**src/rtl/wssd_pkg.sv**
```systemverilog
// shared constants, types and state codes for the windowed ssd cost unit
`timescale 1ns / 1ps
`default_nettype none
package wssd_pkg;

  localparam int unsigned MaxWidth   = 1024;
  localparam int unsigned MaxWindow  = 31;
  localparam int unsigned PixelBits  = 16;
  localparam int unsigned RingRows   = MaxWindow - 1;
  localparam int unsigned ColBits    = $clog2(MaxWidth);
  localparam int unsigned SlotBits   = $clog2(RingRows);
  localparam int unsigned LineDepth  = RingRows * MaxWidth;
  localparam int unsigned LineAw     = SlotBits + ColBits;
  localparam int unsigned SqBits     = 2 * PixelBits;
  localparam int unsigned ColSumBits = 37;
  localparam int unsigned WinSumBits = 42;
  localparam int unsigned DividBits  = WinSumBits + 8;
  localparam int unsigned DivisBits  = 10;
  localparam int unsigned OutBits    = 40;

  // register indexes of the configuration port
  localparam logic [1:0] RegWidth  = 2'd0;
  localparam logic [1:0] RegHeight = 2'd1;
  localparam logic [1:0] RegWindow = 2'd2;

  typedef enum logic [2:0] {
    ST_IDLE,
    ST_READ,
    ST_DRAIN,
    ST_UPDATE,
    ST_WSUM,
    ST_DIV,
    ST_FIN
  } wssd_state_e;

  // request to the divider
  typedef struct packed {
    logic                 start;
    logic [DividBits-1:0] dividend;
    logic [DivisBits-1:0] divisor;
  } div_req_t;

  // answer from the divider
  typedef struct packed {
    logic                 done;
    logic [DividBits-1:0] quotient;
  } div_rsp_t;

endpackage
`default_nettype wire

```
**src/rtl/wssd_divider.sv**
```systemverilog
// restoring divider, one quotient bit per cycle
`timescale 1ns / 1ps
`default_nettype none
module wssd_divider (
  input  wire logic               clk_i,
  input  wire logic               rst_ni,
  input  wire wssd_pkg::div_req_t req_i,
  output wssd_pkg::div_rsp_t      rsp_o
);
  import wssd_pkg::*;

  localparam int unsigned CntBits = $clog2(DividBits + 1);

  logic [DividBits-1:0] quo_q, quo_d;
  logic [DivisBits:0]   rem_q, rem_d;
  logic [DivisBits-1:0] dvs_q, dvs_d;
  logic [CntBits-1:0]   cnt_q, cnt_d;
  logic                 busy_q, busy_d;
  logic                 done_q, done_d;
  logic [DivisBits+1:0] trial;

  // one shift-and-subtract step
  always_comb begin
    quo_d  = quo_q;
    rem_d  = rem_q;
    dvs_d  = dvs_q;
    cnt_d  = cnt_q;
    busy_d = busy_q;
    done_d = 1'b0;
    trial  = {rem_q, quo_q[DividBits-1]} - {2'b00, dvs_q};
    if (req_i.start) begin
      quo_d  = req_i.dividend;
      rem_d  = '0;
      dvs_d  = req_i.divisor;
      cnt_d  = '0;
      busy_d = 1'b1;
    end else if (busy_q) begin
      if (!trial[DivisBits+1]) begin
        rem_d = trial[DivisBits:0];
        quo_d = {quo_q[DividBits-2:0], 1'b1};
      end else begin
        rem_d = {rem_q[DivisBits-1:0], quo_q[DividBits-1]};
        quo_d = {quo_q[DividBits-2:0], 1'b0};
      end
      cnt_d = cnt_q + 1'b1;
      if (cnt_q == CntBits'(DividBits - 1)) begin
        busy_d = 1'b0;
        done_d = 1'b1;
      end
    end
  end

  always_ff @(posedge clk_i or negedge rst_ni) begin
    if (!rst_ni) begin
      busy_q <= 1'b0;
      done_q <= 1'b0;
      cnt_q  <= '0;
    end else begin
      busy_q <= busy_d;
      done_q <= done_d;
      cnt_q  <= cnt_d;
    end
  end

  always_ff @(posedge clk_i) begin
    quo_q <= quo_d;
    rem_q <= rem_d;
    dvs_q <= dvs_d;
  end

  assign rsp_o.done     = done_q;
  assign rsp_o.quotient = quo_q;

endmodule
`default_nettype wire

```
**config.mk**
```make
export PLATFORM = sky130hd
export DESIGN_NAME = wssd_divider
export DESIGN_NICKNAME = d
export VERILOG_FILES = /design/src/rtl/wssd_pkg.sv /design/src/rtl/wssd_divider.sv
export SDC_FILE = /design/constraint.sdc
export NUM_CORES = 1
export LEC_CHECK = 0
export BUFFER_PORTS_ARGS = -buffer_cell sky130_fd_sc_hd__buf_2
export CAP_MARGIN = 20
export CORE_ASPECT_RATIO = 2
export CORE_MARGIN = 2
export CORE_UTILIZATION = 55
export DETAILED_ROUTE_END_ITERATION = 10
export GPL_ROUTABILITY_DRIVEN = 0
export PLACE_DENSITY_LB_ADDON = 0.15
export SETUP_SLACK_MARGIN = 0.2
export SLEW_MARGIN = 20
export SYNTH_ARGS = -nofsm -noshare
export SYNTH_HDL_FRONTEND = slang
export SYNTH_SLANG_ARGS = --single-unit
```
**constraint.sdc**
```tcl
create_clock -name clk_i -period 4.8 [get_ports clk_i]
set_clock_uncertainty 0.1 [all_clocks]
set_input_delay 0.72 -clock clk_i [delete_from_list [all_inputs] [get_ports clk_i]]
set_output_delay 0.72 -clock clk_i [all_outputs]
set_load 0.01 [all_outputs]
```
# Word-level counts from Yosys, hierarchy flattened
# Cells that the tools add are included.
dict set report word_totals {
  regBits 79
  in_bits 63
  out_inout_bits 51
  elab_cells 22
}
dict set report op_classes {
  add_sub_neg 2
  n_eq_ne 1
  muxes 12
  n_reduce_logical 1
}
# operator count
set ops {}
lappend ops {{50-bit 2-to-1 mux} 2}
lappend ops {{6-bit 2-to-1 mux} 2}
lappend ops {{12-bit by 10-bit subtractor with 12-bit output} 1}
lappend ops {{11-bit 2-to-1 mux} 1}
lappend ops {{1-bit 2-to-1 mux} 7}
lappend ops {{6-bit by 1-bit adder with 6-bit output, second input constant} 1}
lappend ops {{6-bit == test, second input constant} 1}
lappend ops {{2-bit nonzero test} 1}

# Longest topological paths before layout
# Gate-level depths: netlist of run 1.
dict set report logic_depth {
  depth_word 4
  mapped_depth 10
  ltp_nobuf 10
}

# Worst setup path after synthesis of run 1
# OpenSTA, ideal clock, no wires.
dict set report synth_path {
  path_kind {input-to-reg}
  start {input port req_i[60] in the netlist's numbering}
  end {register quo_q[0], enable pin}
  setup_time_ps 404
  t_arrival_ps 2282
  required_time_ps 4296
  setup_slack_ps 2014
  cell_stages 4
  path_buffers 2
  cell_sequence {clkbuf_1 -> clkbuf_1 -> nor2_1 -> inv_1}
}
dict set report synth_via {
  elab_chain_len 1
}
# element line
set synth_lines {}
lappend synth_lines {{start: declaration} wssd_divider.sv:7} ;# input wire wssd_pkg::div_req_t req_i,
lappend synth_lines {{2-bit nonzero test (no line)} -}
lappend synth_lines {{end signal: assignment} wssd_divider.sv:66} ;# quo_q <= quo_d;
lappend synth_lines {{end: declaration} wssd_divider.sv:14} ;# logic [DividBits-1:0] quo_q, quo_d;
# Every way passes these cells.
# A chain may end at the register's enable or synchronous reset.

# Final worst setup path of run 1
dict set report layout_path {
  start {register dvs_q[8]}
  end {register rem_q[3]}
}
dict set report layout_via {
  elab_chain_len 2
}
# element line
set layout_lines {}
lappend layout_lines {{start: declaration} wssd_divider.sv:16} ;# logic [DivisBits-1:0] dvs_q, dvs_d;
lappend layout_lines {{start signal: assignment} wssd_divider.sv:68} ;# dvs_q <= dvs_d;
lappend layout_lines {{12-bit by 10-bit subtractor with 12-bit output} wssd_divider.sv:30} ;# trial = {rem_q, quo_q[DividBits-1]} - {2'b00, dvs_q};
lappend layout_lines {{11-bit 2-to-1 mux} wssd_divider.sv:38} ;# if (!trial[DivisBits+1]) begin
lappend layout_lines {{end signal: assignment} wssd_divider.sv:67} ;# rem_q <= rem_d;
lappend layout_lines {{end: declaration} wssd_divider.sv:15} ;# logic [DivisBits:0] rem_q, rem_d;
# Every way passes these cells.

==> results of run 1 <==
[synthesized netlist by cell type (2+ instances only)]
library cell | number | area share (%)
xnor2_1 | 3 | 0.70
edfxtp_1 | 60 | 48
a21o_1 | 5 | 1.0
o21a_1 | 2 | 0.40
clkbuf_1 | 12 | 1.2
buf_2 | 2 | 0.27
a311oi_1 | 9 | 2.1
ha_1 | 12 | 4.0
dfxtp_1 | 11 | 5.9
nand3_1 | 7 | 0.94
nor3_1 | 3 | 0.40
nand4_1 | 5 | 0.84
a31oi_1 | 3 | 0.50
mux2_2 | 49 | 15
o21ai_0 | 13 | 1.7
and3_1 | 4 | 0.67
or3_1 | 3 | 0.50
nand2b_1 | 3 | 0.50
nand2_1 | 6 | 0.60
xor2_1 | 6 | 1.4
a211oi_1 | 2 | 0.40
dfrtp_1 | 8 | 5.4
o32ai_1 | 2 | 0.47
inv_1 | 15 | 1.5
a21oi_1 | 6 | 0.80
nor2_1 | 17 | 1.7
[path summary, 6_finish.rpt]
path	start	endpoint	slack (ps)	cells past startpoint
worst max-delay path	dvs_q[8]	rem_q[3]	1950	7
worst min-delay path	rst_ni	cnt_q[2]	130	1
worst max register to register	dvs_q[8]	rem_q[3]	1950	7
worst min register to register	rem_q[6]	rem_q[6]	400	2
max in group asynchronous	rst_ni	busy_q	4300	1
min in group clk_i	rem_q[6]	rem_q[6]	400	2
[where the power goes]
group          switching (mW)  internal [mW]
clock network           0.243          0.404
registers              0.0670          0.842
logic                   0.284          0.249
total                   0.594           1.50
[cell usage in the layout, fill, tap and decap left out, drive strengths merged, types with 2 or more instances in the layout]
master,instances
a211oi,2
a21o,5
a21oi,6
a311oi,9
a31oi,3
and3,4
buf,116
clkbuf,15
dfrtp,8
dfxtp,11
edfxtp,60
ha,12
inv,15
mux2,49
nand2,6
nand2b,3
nand3,7
nand4,5
nor2,17
nor3,3
o21a,2
o21ai,14
o32ai,2
or3,3
xnor2,3
xor2,6
[registers in the layout (all words and copies together), names as in the netlist]
| signal | count |
|---|---|
| quo_q | 50 |
| rem_q | 11 |
| busy_q | 1 |
| dvs_q | 10 |
| cnt_q | 6 |
| done_q | 1 |
[worst max-delay path, stage by stage (launching register included)]
cell	delay (ps)
edfxtp_1	330
inv_1	40
ha_1	330
a21o_1	220
a211o_1	330
nor3_1	890
o21ai_0	170
a311oi_1	330
[cell families after synthesis]
| group | after synthesis |
|---|---|
| multiplexers | 49 |
| AND/OR/NAND/NOR | 53 |
| XOR/XNOR | 9 |
| buffers and inverters | 31 |
| AO/OA/AOI/OAI | 47 |
| flip-flops | 79 |
| adder cells (fa/ha/maj) | 13 |
[routing by layer]
layer | part of all wire, % | vias up | track usage (%) | wire, um
met2 | 54 | 77 | 38.2 | 4290
met5 | 0 | - | 0 | 0
met3 | 4.2 | 22 | 4.19 | 335
li1 | - | 1279 | - | -
met4 | 3.9 | 0 | 12.1 | 310
met1 | 38 | 1284 | 24.4 | 3060
[cell type report]
type	count	area, sq um
clock buffer	15	248
clock inverter	1	30.0
fill	542	1960
inverter	15	56.3
multi-input combinational	171	1390
sequential	79	2220
tap	88	110
timing repair buffer	116	601
[through the flow]
step                      instance area, sq um  cells  hold slack [ps]
final                                     4660    485              125
after detailed placement                  4360    468              397
after global placement                    4350    467              392
after global routing                      4660    485              135
after CTS                                 4640    484              124
after floorplan                           3730    281              324
==> results_dict.tcl, run 1 <==
set metrics [dict create \
    antenna_found_initial 0 \
    fmax_mhz 351 \
    wl_per_cell_um 16.5 \
    post-dp-hpwl_um 5600 \
    diodes 0 \
    nets 468 \
    ys_warn_count 0 \
    muxShareOfSynthArea_pct 14.8 \
    slew_headroom_pct 25.3 \
    synth.ff_latch_count 79 \
    ys.flop_type "edfxtp_1" \
    grt_max_degree 81 \
    end_kind "flop" \
    post-route-period-util_pct 59.4 \
    hp-class "input port to async pin" \
    viasPerCell 5.49 \
    overflow 0 \
    syn-cell-area_sq_mm 0.00373 \
    grt_pass1_vias 2643 \
    start_util_pct 56.4 \
    postSynthAreaPerCell_sq_um 13.3 \
    synth-xor-area-share_pct 2.11 \
    track_usage_pct 21.7 \
    rsz0062_at_grt "no" \
    core-area_sq_mm 0.00662 \
    cellPowerDensity_mw_per_mm2 449 \
    drive_gt1_share_pct 44.6 \
    io_pins 114 \
    cts-resized-gates 0 \
    critPathMaxFanout 12 \
    design.die.area_sq_mm 0.00751 \
    worst_slew_pin_slew_ps 1110 \
    synth_edf_count 60 \
    slew_violations 0 \
    portBuffers 113 \
    cts_inserted_buffers 9 \
    drtIter0Drc 189 \
    fin_setup_tns_ps 0 \
    cp.required_ps 4920 \
    synth_cells 281 \
    setup_violations 0 \
    area_delta_synth_final_pct 24.7 \
    power.leakage_nw 2.04 \
    fin_util_pct 70.3 \
    critPathKind "flop to flop" \
    worst_slack_ps 1950 \
    status "finished clean" \
    cts_hold_buf 0 \
    syn-num-nets 357 \
    power_mw 2.09 \
    ant_nets 0 \
    postCtsSetupRepairBufs 0 \
    synthAdderAreaFrac_pct 4.56 \
    fin_crit_ps 2850 \
    die_y_um 121 \
    hold_viol 0 \
    async_flop_share_pct 10.1 \
    yosysSeqAreaShare_pct 59.5 \
    grt_pass1_wl_um 12500 \
    vias 2662 \
    place_ws_ps 2020 \
    clk_transition_reported_paths_ps 60 \
    start_kind "flop" \
    synth_simple_gate_area_share_pct 7.24 \
    synth_compound_area_share_pct 8.54 \
    cts_buffer_depth 2 \
    synth_cell_type_count 39 \
    cts_sinks 79 \
    max_cap_viol_count 0 \
    clock_latency_ps 330 \
    synth_top_family_by_area "multiplexers" \
    dieWidth_um 62.3 \
    arrival_ps 2970 \
    route.detailed.drc 0 \
    peakVddDrop_uv 314 \
    cts_tree "done" \
    htreeDepth 3 \
    clock-root-buffer "clkbuf_16" \
    fp-row-count 42 \
    drt_first_pass_iters 4 \
    routed_wl_um 7990 \
]
No activity file was read; power rests on OpenSTA's default activity.
==> run 2, diff against run 1 <==
- CORE_UTILIZATION: 55 -> 51
- clock period: 4.8 -> 2.8 ns (I/O delays scaled with it)
==> run 2 against run 1 <==
Effect of this change:
- worst hold slack better by 39 ps
- count of clock-buffer cells in the layout is 4 lower
- critical path depth is 2 higher
- global-route usage is 2.4 points lower
- setup slack worse by 1700 ps
- routed wire length is 5.5% lower
- via count is 2.2% lower
- sequential cell count stayed put
- register-to-register slack worse by 1700 ps
- design area is 4.3% higher
==> results_dict.tcl, run 2 (same netlist as run 1, synthesis figures left out) <==
set metrics [dict create \
    status "finished clean" \
    antenna_found_initial 0 \
    cts_tree "done" \
    io_pins 114 \
    routed_wl_um 7550 \
    slew_violations 0 \
    crit_chain "inv_1, ha_1, nand3b_1, a21o_1, a31oi_4, nor3_1, buf_4, or4_1, a311oi_1" \
    placed_cells 479 \
    power_mw 3.82 \
    vias 2603 \
    min_from "req_i[5]" \
    die_y_um 125 \
    dieWidth_um 64.5 \
    multi_input_area_sq_mm 0.00147 \
    portBuffers 113 \
    r2r-end "rem_q[3]" \
    cellPowerDensity_mw_per_mm2 786 \
    end_kind "flop" \
    start_util_pct 52.2 \
    final_cells 499 \
    arrival_ps 2670 \
    ff2ff_path_depth 9 \
    fin_crit_ps 2540 \
    top_regs "quo_q x50, rem_q x11, dvs_q x10" \
    final_common_cell "buf_2" \
    drtIter0Drc 129 \
    htreeDepth 3 \
    layout_common_cells "buf_2 (113), edfxtp_1 (60), mux2_2 (49)" \
    largest_reg_flops 50 \
    cts_sinks 79 \
    seqCellArea_sq_mm 0.00222 \
    overflow 0 \
    post-route-period-util_pct 90.5 \
    wl_per_cell_um 15.1 \
    rsz0062_at_grt "yes" \
    cp.required_ps 2930 \
    whs_ps 164 \
    holdPathStages 1 \
    fmax_mhz 394 \
    drt_first_pass_iters 4 \
    top_register "quo_q" \
    ff2ff_setup_slack_ps 260 \
    holdPathEnd "dvs_q[5]" \
    slew_headroom_pct 69.5 \
    hold_viol 0 \
    fp-row-count 44 \
    critPathMaxFanout 12 \
    power.leakage_nw 2.10 \
    cp_slowest_cell "or4_1" \
    clock-root-buffer "clkbuf_16" \
    start_kind "flop" \
    hp-class "input port to flop" \
    route.detailed.drc 0 \
    core-area_sq_mm 0.00716 \
    timing.rr.start "quo_q[49]" \
    setup_violations 0 \
    design.die.area_sq_mm 0.00807 \
    grt_pass1_vias 2557 \
    drive_gt1_share_pct 49.1 \
    nets 478 \
    grt_max_degree 39 \
    track_usage_pct 19.2 \
    critPathKind "flop to flop" \
    worst_slew_pin_slew_ps 457 \
    area_delta_synth_final_pct 30.0 \
    fill_cells 544 \
    post-dp-hpwl_um 5190 \
    cts_inserted_buffers 9 \
    grt_pass1_wl_um 11900 \
    diodes 0 \
    fin_setup_tns_ps 0 \
    max_cap_viol_count 0 \
    cts_buffer_depth 2 \
    clock_latency_ps 330 \
    viasPerCell 5.22 \
    ant_nets 0 \
    clk_transition_reported_paths_ps 60 \
    max_stage_delay_ps 520 \
    peakVddDrop_uv 527 \
]
-- run 2: where the power goes --
group / internal [mW] / total [mW] / switching (mW) / leakage (nW)
clock network: 0.782 / 1.22 / 0.440 / 0.154
registers: 1.44 / 1.55 / 0.112 / 0.823
logic: 0.509 / 1.04 / 0.530 / 1.12
total: 2.73 / 3.82 / 1.08 / 2.10
-- run 2: layout make-up --
type	instances	share of cell area (%)
clock buffer	11	4.79
inverter	15	1.16
timing repair buffer	126	14.0
multi-input combinational	171	30.2
tap	92	2.37
clock inverter	5	1.70
sequential	79	45.8
-- run 2: metrics by stage --
step / setup slack (ps) / area, sq um / utilization (%)
after CTS: 202 / 4770 / 66.6
after global placement: 234 / 4430 / 61.9
final: 265 / 4860 / 67.8
after floorplan: 300 / 3730 / -
after detailed placement: 78.2 / 4430 / 61.9
after global routing: 180 / 4860 / 67.8
-- run 2: how the worst max path moves through the flow --
stage | start | end | slack, ps | depth (start not counted)
2_1_floorplan | quo_q[49] | rem_q[10] | 300 | 10
3_3_place_gp | quo_q[49] | rem_q[10] | 230 | 10
3_5_place_dp | quo_q[49] | rem_q[10] | 80 | 10
4_1_cts | dvs_q[5] | rem_q[3] | 200 | 8
5_1_grt | dvs_q[4] | rem_q[3] | 180 | 9
6_report | quo_q[49] | rem_q[3] | 260 | 9
-- run 2: routing by layer --
layer	vias up	global-route usage [%]	wire length [um]
li1	1297	-	-
met1	1204	24.0	3150
met2	88	31.2	3830
met3	14	4.68	431
met4	0	9.01	140
met5	-	0	0
-- run 2: critical path, delay by kind of cell, from the launching register on --
kind / cells / cell delay [ps]
compound gates: 3 / 740
buf+inv: 2 / 230
flops: 1 / 380
fa+ha+maj: 1 / 210
simple gates: 3 / 800
-- run 2: repair_timing --
action                                 CTS  global route
setup endpoints to repair                2             4
resized for setup                        3            11
pin swaps                                0             7
setup buffers                            0             3
endpoints found under the hold margin    8             0
hold buffers                             1             0
==> run 3, diff against run 2 <==
- CORE_UTILIZATION: 51 -> 55
- clock period: 2.8 -> 3.2 ns (I/O delays scaled with it)
==> run 3 against run 2 <==
Effect of this change:
- critical path depth rose by 1
- non-clock buffer count fell by 6
- global-route usage rose by 2.8 points
- cell count fell by 2.0%
- sequential share of layout area rose by 1.6 points
- critical endpoint is now rem_q[10]
- largest power group unchanged
==> results_dict.tcl, run 3 (same netlist as run 1, synthesis figures left out) <==
set metrics [dict create \
    status "finished clean" \
    power_mw 3.16 \
    portBuffers 113 \
    track_usage_pct 22.0 \
    swShare_pct 28.6 \
    final_common_cell "buf_2" \
    htreeDepth 3 \
    cts_inserted_buffers 9 \
    routed_wl_um 8000 \
    cp_common_cell "inv_1" \
    power.leakage_nw 2.05 \
    holdPathStages 1 \
    cts-resized-gates 0 \
    diodes 0 \
    placed_cells 472 \
    p_int_mw 2.26 \
    final_cells 489 \
    hp-class "input port to flop" \
    grt_pass1_vias 2796 \
    cp.required_ps 3340 \
    start_kind "flop" \
    start_util_pct 56.4 \
    drive_gt1_share_pct 44.9 \
    comb_power_share_pct 26.2 \
    cellPowerDensity_mw_per_mm2 674 \
    place_ws_ps 592 \
    setup_violations 0 \
    cpLargestDelayFamily "compound AO/OA/AOI/OAI gates" \
    fin_setup_tns_ps 0 \
    grt_pass1_wl_um 12700 \
    wl_per_cell_um 16.4 \
    cts_hold_buf 1 \
    postCtsSetupRepairBufs 0 \
    post-dp-hpwl_um 5790 \
    fmax_mhz 379 \
    top_register "quo_q" \
    viasPerCell 5.53 \
    worst_slack_ps 561 \
    cts_buffer_depth 2 \
    drt_first_pass_iters 4 \
    p_seq_share_pct 43.1 \
    drtIter0Drc 131 \
    arrival_ps 2780 \
    layout_common_cells "buf_2 (113), edfxtp_1 (60), mux2_2 (49)" \
    dieWidth_um 62.3 \
    design.die.area_sq_mm 0.00751 \
    fin_crit_ps 2640 \
    critPathKind "flop to flop" \
    p_switching_mw 0.905 \
    area_delta_synth_final_pct 25.6 \
    whs_ps 222 \
    slew_violations 0 \
    route.detailed.drc 0 \
    rsz0062_at_grt "no" \
    grt_max_degree 81 \
    cts_tree "done" \
    clock-root-buffer "clkbuf_16" \
    critPathBufInv 2 \
    final_area_sq_mm 0.00469 \
    end_kind "flop" \
    io_pins 114 \
    slew_headroom_pct 61.8 \
    path_depth 10 \
    cts_sinks 79 \
    ant_nets 0 \
    crit_chain "inv_1, ha_1, inv_1, fa_1, a21o_1, a211oi_1, o21ai_0, a31oi_1, nand4_1, a311oi_1" \
    fp-row-count 42 \
    clock_latency_ps 330 \
    nets 472 \
    vias 2703 \
    core-area_sq_mm 0.00662 \
    die_y_um 121 \
    top_regs "quo_q x50, rem_q x11, dvs_q x10" \
    largest_reg_flops 50 \
    dpl_cell_area_sq_mm 0.00440 \
    peakVddDrop_uv 495 \
    max_cap_viol_count 0 \
    pwr-share-clk_pct 30.6 \
    antenna_found_initial 0 \
    hold_viol 0 \
    ff2ff_path_depth 10 \
    clk_transition_reported_paths_ps 50 \
    critPathMaxFanout 3 \
    post-route-period-util_pct 82.5 \
    worst_slew_pin_slew_ps 569 \
    max_stage_delay_ps 400 \
    overflow 0 \
    fin_util_pct 70.8 \
    cp_slowest_cell "fa_1" \
]
run 3: cell count changes in the layout (fill, tap and decap cells not counted), moves of 2 or more:
cell      previous run  this run
ha_4                 2         0
ha_2                 2         0
clkinv_4             2         0
ha_1                 8        12
buf_4               11         5
clkbuf_1             2         6
run 3: worst paths after layout:
| check | endpoint | from | slack (ps) |
|---|---|---|---|
| min reg2reg | rem_q[9] | rem_q[9] | 400 |
| min in group asynchronous | cnt_q[4] | rst_ni | 410 |
| max reg2reg | rem_q[10] | quo_q[49] | 560 |
| max in group asynchronous | cnt_q[1] | rst_ni | 2420 |
| min | dvs_q[4] | req_i[4] | 220 |
| max | rem_q[10] | quo_q[49] | 560 |
run 3: area by class of cell:
type	count	area (sq um)
Clock buffer	15	248
Clock inverter	1	30.0
Fill cell	549	1930
Inverter	15	56.3
Multi-Input combinational cell	171	1390
Sequential cell	79	2220
Tap cell	88	110
Timing Repair Buffer	120	633
run 3: routing by layer:
layer	GRT usage, %	share of wire, %
met2	40.3	56
met4	12.2	3.4
met5	0	0
met3	5.95	5.0
met1	22.4	35
run 3: power groups by stage:
stage	registers, mW	clock network, mW	logic (mW)
3_5_place_dp	1.38	0	0.814
5_1_grt	1.38	1.03	0.908
4_1_cts	1.36	0.988	0.824
6_report	1.36	0.968	0.829
2_1_floorplan	1.39	0	0.541
3_3_place_gp	1.38	0	0.793
